--- config.mk ---
export PLATFORM = sky130hd
export DESIGN_NAME = gyro_ascii_frame_decoder
export DESIGN_NICKNAME = d
export VERILOG_FILES = /design/src/rtl/core/gafd_pkg.sv /design/src/rtl/core/gafd_front.sv /design/src/rtl/core/gafd_queue.sv /design/src/rtl/core/gafd_back.sv /design/src/rtl/core/gyro_ascii_frame_decoder.sv
export SDC_FILE = /design/constraint.sdc
export NUM_CORES = 1
export LEC_CHECK = 0
export BUFFER_PORTS_ARGS = -buffer_cell sky130_fd_sc_hd__buf_2
export CORE_UTILIZATION = 50
export DETAILED_ROUTE_END_ITERATION = 8
export GPL_TIMING_DRIVEN = 1
export PLACE_DENSITY = 0.79
export REMOVE_ABC_BUFFERS = 1
export SYNTH_ARGS = -nofsm -noshare
export SYNTH_HDL_FRONTEND = slang
export SYNTH_SLANG_ARGS = --single-unit
--- constraint.sdc ---
create_clock -name clk -period 9.2 [get_ports clk]
set_clock_uncertainty 0.05 [all_clocks]
set_input_delay 0.92 -clock clk [delete_from_list [all_inputs] [get_ports clk]]
set_output_delay 0.92 -clock clk [all_outputs]
set_load 0.01 [all_outputs]
--- src/rtl/core/gafd_pkg.sv ---
// Shared types, codes and helper functions for the gyro ASCII frame decoder.
`default_nettype none

package gafd_pkg;

    // Data mode register codes.
    localparam logic [1:0] MODE_NONE  = 2'd0;
    localparam logic [1:0] MODE_ANGLE = 2'd1;
    localparam logic [1:0] MODE_RATE  = 2'd2;
    localparam logic [1:0] MODE_BOTH  = 2'd3;

    // Configuration register indexes.
    localparam logic REG_DATA_MODE    = 1'b0;
    localparam logic REG_ANGLE_OFFSET = 1'b1;

    localparam logic [7:0] START_CHAR = 8'h24;

    // Final frame position for one field and for two fields.
    localparam logic [3:0] LAST_ONE  = 4'd5;
    localparam logic [3:0] LAST_BOTH = 4'd9;

    localparam int QUEUE_DEPTH = 2;

    localparam int CHAR_W   = 8;
    localparam int FIELD_W  = 16;
    localparam int RESULT_W = 17;
    localparam int TDATA_W  = 40;
    localparam int TUSER_W  = 3;

    typedef enum logic [1:0] {
        ST_HUNT  = 2'b01,
        ST_FRAME = 2'b10
    } frame_state_t;

    // One finished frame, handed from the front end to the back end.
    typedef struct packed {
        logic [FIELD_W-1:0] offset;
        logic               err;
        logic [1:0]         mode;
        logic [FIELD_W-1:0] second;
        logic [FIELD_W-1:0] first;
    } frame_rec_t;

    // Bit 4 set means the character is not an upper-case hex digit.
    function automatic logic [4:0] hex_decode(input logic [CHAR_W-1:0] c);
        logic [4:0] res;
        res = 5'h10;
        if (c inside {[8'h30:8'h39]})
        begin
            res = {1'b0, 4'(c - 8'h30)};
        end
        else if (c inside {[8'h41:8'h46]})
        begin
            res = {1'b0, 4'(c - 8'h37)};
        end
        return res;
    endfunction

    // Negates the raw field modulo a turn, adds the offset and folds values
    // above half a turn down by a full turn.
    function automatic logic [RESULT_W-1:0] to_turn(input logic [FIELD_W-1:0] raw,
                                                    input logic [FIELD_W-1:0] offset);
        logic [FIELD_W-1:0] neg;
        logic signed [17:0] v;
        neg = 16'(~raw + 16'd1);
        v = $signed({2'b00, neg}) + $signed({{2{offset[15]}}, offset});
        if (v > 18'sd32768)
        begin
            v = v - 18'sd65536;
        end
        return v[RESULT_W-1:0];
    endfunction

endpackage

`default_nettype wire

--- src/rtl/core/gafd_front.sv ---
// Front end: configuration registers, start hunting, position count and hex digit collection.
`default_nettype none

module gafd_front (
    input  wire logic                          clk,
    input  wire logic                          rst_n,
    input  wire logic                          cfg_we,
    input  wire logic                          cfg_index,
    input  wire logic [15:0]                   cfg_wdata,
    input  wire logic                          s_tvalid,
    output logic                               s_tready,
    input  wire logic [gafd_pkg::CHAR_W-1:0]   s_tdata,
    input  wire logic                          q_full,
    output logic                               push,
    output gafd_pkg::frame_rec_t               rec
);

    logic [1:0]                   mode_reg;
    logic [gafd_pkg::FIELD_W-1:0] offset_reg;

    gafd_pkg::frame_state_t       state_reg, state_next;
    logic [3:0]                   pos_reg, pos_next;
    logic [gafd_pkg::FIELD_W-1:0] first_reg, first_next;
    logic [gafd_pkg::FIELD_W-1:0] second_reg, second_next;
    logic                         err_reg, err_next;

    logic                         accept;
    logic [4:0]                   dec;
    logic [3:0]                   digit;
    logic [3:0]                   last;

    assign s_tready = !q_full;
    assign accept   = s_tvalid && s_tready;
    assign dec      = gafd_pkg::hex_decode(s_tdata);
    assign digit    = dec[4] ? 4'h0 : dec[3:0];
    assign last     = (mode_reg == gafd_pkg::MODE_BOTH) ? gafd_pkg::LAST_BOTH
                                                        : gafd_pkg::LAST_ONE;

    always_ff @(posedge clk or negedge rst_n)
    begin
        if (!rst_n)
        begin
            mode_reg   <= gafd_pkg::MODE_NONE;
            offset_reg <= '0;
        end
        else if (cfg_we)
        begin
            case (cfg_index)
                gafd_pkg::REG_DATA_MODE:    mode_reg   <= cfg_wdata[1:0];
                gafd_pkg::REG_ANGLE_OFFSET: offset_reg <= cfg_wdata;
                default:                    mode_reg   <= mode_reg;
            endcase
        end
    end

    always_comb
    begin
        state_next  = state_reg;
        pos_next    = pos_reg;
        first_next  = first_reg;
        second_next = second_reg;
        err_next    = err_reg;
        push        = 1'b0;
        rec         = '0;

        if (accept)
        begin
            if (mode_reg == gafd_pkg::MODE_NONE)
            begin
                state_next  = gafd_pkg::ST_HUNT;
                pos_next    = '0;
                first_next  = '0;
                second_next = '0;
                err_next    = 1'b0;
            end
            else if (state_reg == gafd_pkg::ST_HUNT)
            begin
                if (s_tdata == gafd_pkg::START_CHAR)
                begin
                    state_next  = gafd_pkg::ST_FRAME;
                    pos_next    = 4'd1;
                    first_next  = '0;
                    second_next = '0;
                    err_next    = 1'b0;
                end
            end
            else
            begin
                if (pos_reg inside {[4'd1:4'd4]})
                begin
                    first_next = {first_reg[11:0], digit};
                    err_next   = err_reg | dec[4];
                end
                else if (mode_reg == gafd_pkg::MODE_BOTH && pos_reg inside {[4'd5:4'd8]})
                begin
                    second_next = {second_reg[11:0], digit};
                    err_next    = err_reg | dec[4];
                end

                if (pos_reg < last)
                begin
                    pos_next = pos_reg + 4'd1;
                end
                else
                begin
                    // Final character of the frame: hand the frame on, go hunting.
                    push        = 1'b1;
                    rec.offset  = offset_reg;
                    rec.err     = err_next;
                    rec.mode    = mode_reg;
                    rec.second  = second_next;
                    rec.first   = first_next;
                    state_next  = gafd_pkg::ST_HUNT;
                    pos_next    = '0;
                    first_next  = '0;
                    second_next = '0;
                    err_next    = 1'b0;
                end
            end
        end
    end

    always_ff @(posedge clk or negedge rst_n)
    begin
        if (!rst_n)
        begin
            state_reg  <= gafd_pkg::ST_HUNT;
            pos_reg    <= '0;
            first_reg  <= '0;
            second_reg <= '0;
            err_reg    <= 1'b0;
        end
        else
        begin
            state_reg  <= state_next;
            pos_reg    <= pos_next;
            first_reg  <= first_next;
            second_reg <= second_next;
            err_reg    <= err_next;
        end
    end

endmodule

`default_nettype wire

--- src/rtl/core/gafd_queue.sv ---
// Short queue of finished frames between the front end and the back end.
`default_nettype none

module gafd_queue (
    input  wire logic                 clk,
    input  wire logic                 rst_n,
    input  wire logic                 push,
    input  wire gafd_pkg::frame_rec_t push_rec,
    input  wire logic                 pop,
    output logic                      full,
    output logic                      not_empty,
    output gafd_pkg::frame_rec_t      head
);

    localparam int PTR_W = (gafd_pkg::QUEUE_DEPTH > 1) ? $clog2(gafd_pkg::QUEUE_DEPTH) : 1;
    localparam int CNT_W = $clog2(gafd_pkg::QUEUE_DEPTH + 1);
    localparam logic [CNT_W-1:0] DEPTH_C = CNT_W'(gafd_pkg::QUEUE_DEPTH);
    localparam logic [PTR_W-1:0] LAST_PTR = PTR_W'(gafd_pkg::QUEUE_DEPTH - 1);

    gafd_pkg::frame_rec_t mem [gafd_pkg::QUEUE_DEPTH];

    logic [PTR_W-1:0] wr_ptr_reg, rd_ptr_reg;
    logic [CNT_W-1:0] count_reg, count_next;

    assign full      = (count_reg == DEPTH_C);
    assign not_empty = (count_reg != '0);
    assign head      = mem[rd_ptr_reg];

    always_ff @(posedge clk)
    begin
        if (push)
        begin
            mem[wr_ptr_reg] <= push_rec;
        end
    end

    always_comb
    begin
        count_next = count_reg;
        if (push && !pop)
        begin
            count_next = count_reg + CNT_W'(1);
        end
        else if (pop && !push)
        begin
            count_next = count_reg - CNT_W'(1);
        end
    end

    always_ff @(posedge clk or negedge rst_n)
    begin
        if (!rst_n)
        begin
            wr_ptr_reg <= '0;
            rd_ptr_reg <= '0;
            count_reg  <= '0;
        end
        else
        begin
            if (push)
            begin
                wr_ptr_reg <= (wr_ptr_reg == LAST_PTR) ? '0 : wr_ptr_reg + PTR_W'(1);
            end
            if (pop)
            begin
                rd_ptr_reg <= (rd_ptr_reg == LAST_PTR) ? '0 : rd_ptr_reg + PTR_W'(1);
            end
            count_reg <= count_next;
        end
    end

`ifndef ASSERT_OFF
    a_count_bound: assert property (@(posedge clk) disable iff (!rst_n)
        count_reg <= DEPTH_C)
        else $error("queue count above depth");

    a_no_overflow: assert property (@(posedge clk) disable iff (!rst_n)
        push |-> !full)
        else $error("push into full queue");

    a_no_underflow: assert property (@(posedge clk) disable iff (!rst_n)
        pop |-> not_empty)
        else $error("pop from empty queue");

    a_push_grows: assert property (@(posedge clk) disable iff (!rst_n)
        (push && !pop) |=> count_reg == $past(count_reg) + CNT_W'(1))
        else $error("queue count did not grow on push");
`endif

endmodule

`default_nettype wire

--- src/rtl/core/gafd_back.sv ---
// Back end: turns a finished frame into angle and rate values and holds the result item.
`default_nettype none

module gafd_back (
    input  wire logic                          clk,
    input  wire logic                          rst_n,
    input  wire logic                          q_not_empty,
    input  wire gafd_pkg::frame_rec_t          q_head,
    output logic                               pop,
    output logic                               m_tvalid,
    input  wire logic                          m_tready,
    output logic [gafd_pkg::TDATA_W-1:0]       m_tdata,
    output logic [gafd_pkg::TUSER_W-1:0]       m_tuser
);

    logic                            valid_reg;
    logic [gafd_pkg::RESULT_W-1:0]   angle_reg, angle_next;
    logic [gafd_pkg::RESULT_W-1:0]   rate_reg, rate_next;
    logic                            angle_pres_reg, rate_pres_reg, status_reg;
    logic [gafd_pkg::RESULT_W-1:0]   first_turn_off, first_turn, second_turn;

    assign pop = q_not_empty && (!valid_reg || m_tready);

    assign first_turn_off = gafd_pkg::to_turn(q_head.first, q_head.offset);
    assign first_turn     = gafd_pkg::to_turn(q_head.first, '0);
    assign second_turn    = gafd_pkg::to_turn(q_head.second, '0);

    always_comb
    begin
        angle_next = '0;
        rate_next  = '0;
        if (!q_head.err)
        begin
            case (q_head.mode)
                gafd_pkg::MODE_BOTH:
                begin
                    angle_next = first_turn_off;
                    rate_next  = second_turn;
                end
                gafd_pkg::MODE_ANGLE: angle_next = first_turn_off;
                gafd_pkg::MODE_RATE:  rate_next  = first_turn;
                default:              angle_next = '0;
            endcase
        end
    end

    always_ff @(posedge clk or negedge rst_n)
    begin
        if (!rst_n)
        begin
            valid_reg <= 1'b0;
        end
        else if (pop)
        begin
            valid_reg <= 1'b1;
        end
        else if (m_tready)
        begin
            valid_reg <= 1'b0;
        end
    end

    always_ff @(posedge clk)
    begin
        if (pop)
        begin
            angle_reg      <= angle_next;
            rate_reg       <= rate_next;
            angle_pres_reg <= q_head.mode[0];
            rate_pres_reg  <= q_head.mode[1];
            status_reg     <= q_head.err;
        end
    end

    assign m_tvalid = valid_reg;
    assign m_tdata  = {{(gafd_pkg::TDATA_W - 2 * gafd_pkg::RESULT_W){1'b0}}, rate_reg, angle_reg};
    assign m_tuser  = {status_reg, rate_pres_reg, angle_pres_reg};

`ifndef ASSERT_OFF
    a_hold_on_stall: assert property (@(posedge clk) disable iff (!rst_n)
        (valid_reg && !m_tready) |-> !pop)
        else $error("result item overwritten while stalled");

    a_error_zeroes: assert property (@(posedge clk) disable iff (!rst_n)
        (valid_reg && status_reg) |-> (angle_reg == '0 && rate_reg == '0))
        else $error("error result carries nonzero values");

    a_absent_zero: assert property (@(posedge clk) disable iff (!rst_n)
        valid_reg |-> ((angle_pres_reg || angle_reg == '0) && (rate_pres_reg || rate_reg == '0)))
        else $error("absent field carries a nonzero value");
`endif

endmodule

`default_nettype wire

--- src/rtl/core/gyro_ascii_frame_decoder.sv ---
// Top level of the gyro ASCII frame decoder.
`default_nettype none

// Decodes gyro frames from a stream of received characters. The block hunts
// for '$', then collects one or two fields of four upper-case hex digits as
// data_mode selects (1 angle, 2 rate, 3 both, 0 ignores everything) and
// emits one result item on the final character of each frame. One character
// is accepted every clock cycle while the frame queue is not full; a result
// item passes through a two-entry frame queue and an output register before
// it shows on m_tvalid. s_tready drops only while the frame queue is full,
// which happens only when the result side stalls. The user must write
// configuration through cfg_we/cfg_index/cfg_wdata only while no frame is in
// progress; the block itself does not enforce this.
module gyro_ascii_frame_decoder (
    input  wire logic                          clk,
    input  wire logic                          rst_n,
    input  wire logic                          cfg_we,
    input  wire logic                          cfg_index,
    input  wire logic [15:0]                   cfg_wdata,
    input  wire logic                          s_tvalid,
    output logic                               s_tready,
    input  wire logic [gafd_pkg::CHAR_W-1:0]   s_tdata,   // rx_char
    output logic                               m_tvalid,
    input  wire logic                          m_tready,
    output logic [gafd_pkg::TDATA_W-1:0]       m_tdata,   // angle[16:0], rate[33:17], zero pad
    output logic [gafd_pkg::TUSER_W-1:0]       m_tuser    // angle_present, rate_present, status
);

    logic                 push, pop, q_full, q_not_empty;
    gafd_pkg::frame_rec_t push_rec, q_head;

    gafd_front u_front (
        .clk       (clk),
        .rst_n     (rst_n),
        .cfg_we    (cfg_we),
        .cfg_index (cfg_index),
        .cfg_wdata (cfg_wdata),
        .s_tvalid  (s_tvalid),
        .s_tready  (s_tready),
        .s_tdata   (s_tdata),
        .q_full    (q_full),
        .push      (push),
        .rec       (push_rec)
    );

    gafd_queue u_queue (
        .clk       (clk),
        .rst_n     (rst_n),
        .push      (push),
        .push_rec  (push_rec),
        .pop       (pop),
        .full      (q_full),
        .not_empty (q_not_empty),
        .head      (q_head)
    );

    gafd_back u_back (
        .clk         (clk),
        .rst_n       (rst_n),
        .q_not_empty (q_not_empty),
        .q_head      (q_head),
        .pop         (pop),
        .m_tvalid    (m_tvalid),
        .m_tready    (m_tready),
        .m_tdata     (m_tdata),
        .m_tuser     (m_tuser)
    );

endmodule

`default_nettype wire

==> impl_results.md <==
- Fraction of registers with async set/reset: 30.8%
- Final-report hold violation count: 0
- Cell-internal power: 2.23 mW
- Highest-delay cell along the critical path: dfrtp_2
- Number of flip-flops under the largest register name: 102
- Clock Latency Late Sink: 0.50 ns
- Synthesis-to-layout area growth: 11.6%
- Number of enable-type register cells in the synthesized netlist: 139
- Fraction of the cycle the final worst path needs: 64.6%
- Most common cell after layout, fill and taps aside: edfxtp_1
- Primary flip-flop cell chosen by synthesis mapping: edfxtp_1
- Vias in the first global route: 6,956
- Synth area leaders: edfxtp_1 40%, dfrtp_1 15%, mux2i_1 4.7%
- Cell family with most CP delay: compound AO/OA/AOI/OAI gates
- Worst r2r dst: u_back.angle_reg[16]
- Startpoint types: flip-flop
- Net Sw Power: 1.39 mW
- CP peak stage delay: 0.90 ns
- Final standard cell count with taps included and fillers excluded: 1,246
- Count of buffers inserted at the top-level ports: 68
- RD Place Congestion: 0.926
- Worst setup path startpoint: u_queue.rd_ptr_reg
- Depth of the critical timing path with buffers and inverters included: 14
- Syn Area/Cell: 11.5 um^2
- Gate power share: 42.5%
- Net total in the final layout: 1,022
- Core Box Area: 20,300 um^2
- CP Capture Type: flip-flop
- Remaining routing DRC violations: 0
- Post-synthesis sequential area ratio: 55.0%
- Leakage component of the power: 4.47 nW
- Effective utilization at floorplan: 51.3%
- Most used cells in the layout excluding fill and tap cells: 139 x edfxtp_1, 89 x nor2_1, 71 x nand2_1
- Worst reg2reg path depth: 14
- Count of yosys warnings during synthesis: 0
- Clock network power share: 22.0%
- Total instance count after detailed placement: 1,208
- Sequential cell fraction of total power: 35.5%
- # H-tree levels: 1
- Clock Tree Root: clkbuf_16
- MaxCap Viol Count: 0
- Portion of synthesized cell area occupied by the leading cell type: 40.1%
- Number of cells traversed by the worst hold path: 1
- Count of distinct cell types in the synthesized netlist: 74
- Maximum number of pins on one net before global-route repair: 63
- FP Rows: 52
- Post-Synthesis Cell Area: 10,400 um^2
- Number of instances in the synthesized netlist: 902
- End of the critical path: u_back.angle_reg[16]
- CP Cell Sequence: buf_4 > or3b_1 > a222oi_1 > nor3b_2 > xor2_1 > mux2i_1 > ha_1 > o21ai_0 > o21bai_1 > a2111oi_0 > o41ai_1 > nand2_1 > a221o_1 > a31oi_1
- Arrival time at the worst endpoint: 6.24 ns
- Run status: completed
- Antenna violations before repair: 0
- Maximum fanout encountered on the critical timing path: 42
- Wire length of the first global-routing pass: 36.2 mm
- Setup TNS: 0 ns
- CTS max path bufs: 3
- Biggest area consumer among synthesized cells: edfxtp_1
- Register-to-register setup slack: 3.26 ns
- Clock tree from TritonCTS: yes
- Via Count: 7,172
- Hold-fix buffers at CTS: 0
- Reg clk slew, reported paths: 0.06 ns
- Via density: 5.76
- HPWL Detailed: 15.8 mm
- Worst IR drop on VDD: 0.163 mV
- Transition time at the pin with the least slew margin: 1.18 ns
- Max-slew headroom at the worst pin: 21.3%
- Fraction of power spent switching nets: 38.4%
- Required time worst endpoint: 9.50 ns
- Register bit count reported by yosys: 201
- Fmax: 168 MHz
- Setup Fix Bufs, Post-CTS: 0
- Detailed router's first-iteration violation count: 545
- PwrDens: 311 nW/um^2
- Clock sinks: 201
- Total detailed-routing wirelength: 22.2 mm
- Combined global-route utilization of all metal layers: 21.2%
- Number of instances resized during post-cts repair: 0
- Hold slack final: 0.446 ns
- Final-layout fill cell count: 1,660
- Width of the chip: 146 um
- Max Transition Viols Final: 0
- WL per Instance: 17.9 um
- Remaining Overflow, GRT: 0
- Number of antenna-violating nets in the routed design: 0
- Chip Height: 146 um
- Worst setup path category: reg -> reg
- Die Area: 21,400 um^2
- Number of antenna diodes: 0
- Unrepaired setup endpoints after global routing: false
- Worst flop-to-flop path startpoint: u_queue.rd_ptr_reg
- DRT Pass-1 Iters: 5
- Count of buffering cells on the critical path with inverters included: 1
- Total CTS buffers: 21
- Share of post-route cells with drive strength above 1: 17.0%
- I/O pins: 75
- Worst hold-check path type: reg -> reg
- Total of endpoints with negative setup slack in the final report: 0
- Shortest period the worst path allows: 5.94 ns
[power groups by stage]
stage	combinational [mW]	sequential, mW	clock, mW
global placement	1.49	1.30	0
CTS	1.53	1.28	0.808
detailed placement	1.52	1.30	0
global route	1.70	1.30	0.839
floorplan	1.04	1.35	0
finish	1.54	1.28	0.796
[cells by family (layout without fill, tap and decap cells)]
kind of cell             count (synthesis)  in the layout  share of synthesized area [%]
other                                    1              6                         0.0360
XOR/XNOR                                44             44                           3.77
AND/OR/NAND/NOR                        294            294                           14.3
AO/OA/AOI/OAI                          167            167                           11.0
adder cells (fa/ha/maj)                 31             31                           3.80
flip-flops                             201            201                           55.0
buffers and inverters                   77            146                           3.35
multiplexers                            87             87                           8.82
[stage by stage]
| step | util, % | worst slack, ns | area (um^2) | total power [mW] |
|---|---|---|---|---|
| after global placement | 54.1 | 3.62 | 11000 | 2.79 |
| after CTS | 57.3 | 3.35 | 11600 | 3.62 |
| after detailed placement | 54.1 | 3.37 | 11000 | 2.82 |
| final | 57.3 | 3.26 | 11600 | 3.61 |
| after floorplan | - | 3.45 | 10200 | 2.38 |
| after global routing | 57.3 | 2.64 | 11600 | 3.84 |
[how the worst min path moves through the flow]
stage	from	endpoint	slack, ns
after floorplan	u_queue.wr_ptr_reg	u_queue.wr_ptr_reg	0.41
after global placement	u_back.m_tvalid	u_back.m_tvalid	0.42
after detailed placement	u_front.first_reg[15]	u_front.first_reg[15]	0.43
after CTS	u_front.offset_reg[14]	u_front.offset_reg[14]	0.45
after global routing	u_front.offset_reg[11]	u_front.offset_reg[11]	0.46
final	u_front.offset_reg[14]	u_front.offset_reg[14]	0.45
[cell usage after synthesis, drive strengths merged, types with 4 or more instances]
cell type,count
a31oi,6
nor3,27
nand2,71
xor2,17
o22ai,4
edfxtp,139
a211o,4
or2,5
mux2i,49
nand4,9
nor2b,23
a22o,27
a21oi,35
xnor2,27
buf,25
a211oi,20
clkbuf,21
and2,5
nor3b,13
mux2,38
nor4,7
o21ai,33
nand3,7
nand2b,6
or3b,4
a21o,6
inv,31
dfrtp,61
ha,30
or3,7
nor2,92
[metal layers]
metal / track usage (%) / share of wire, % / wire length, um
met5: 0 / 0 / 0
met3: 2.81 / 4.8 / 1060
met4: 7.71 / 3.5 / 773
met1: 27.6 / 42 / 9340
met2: 36.3 / 50 / 11100
[area by class of cell]
| cell class | instances | area (um^2) | area share [%] |
|---|---|---|---|
| tap | 270 | 338 | 2.91 |
| sequential | 201 | 5730 | 49.3 |
| clock buffer | 29 | 566 | 4.87 |
| timing repair buffer | 77 | 408 | 3.51 |
| clock inverter | 9 | 77.6 | 0.667 |
| multi-input combinational | 629 | 4390 | 37.8 |
| inverter | 31 | 116 | 1.00 |
[worst register-to-register path: cells and delay by family, from the launching register on]
kind,cells,cell delay (ns)
compound gates,7,2.59
buf+inv,1,0.59
xor+xnor,1,0.18
flops,1,0.90
simple gates,3,0.90
mux,1,0.15
fa+ha+maj,1,0.42
No activity file was read; power rests on OpenSTA's default activity.
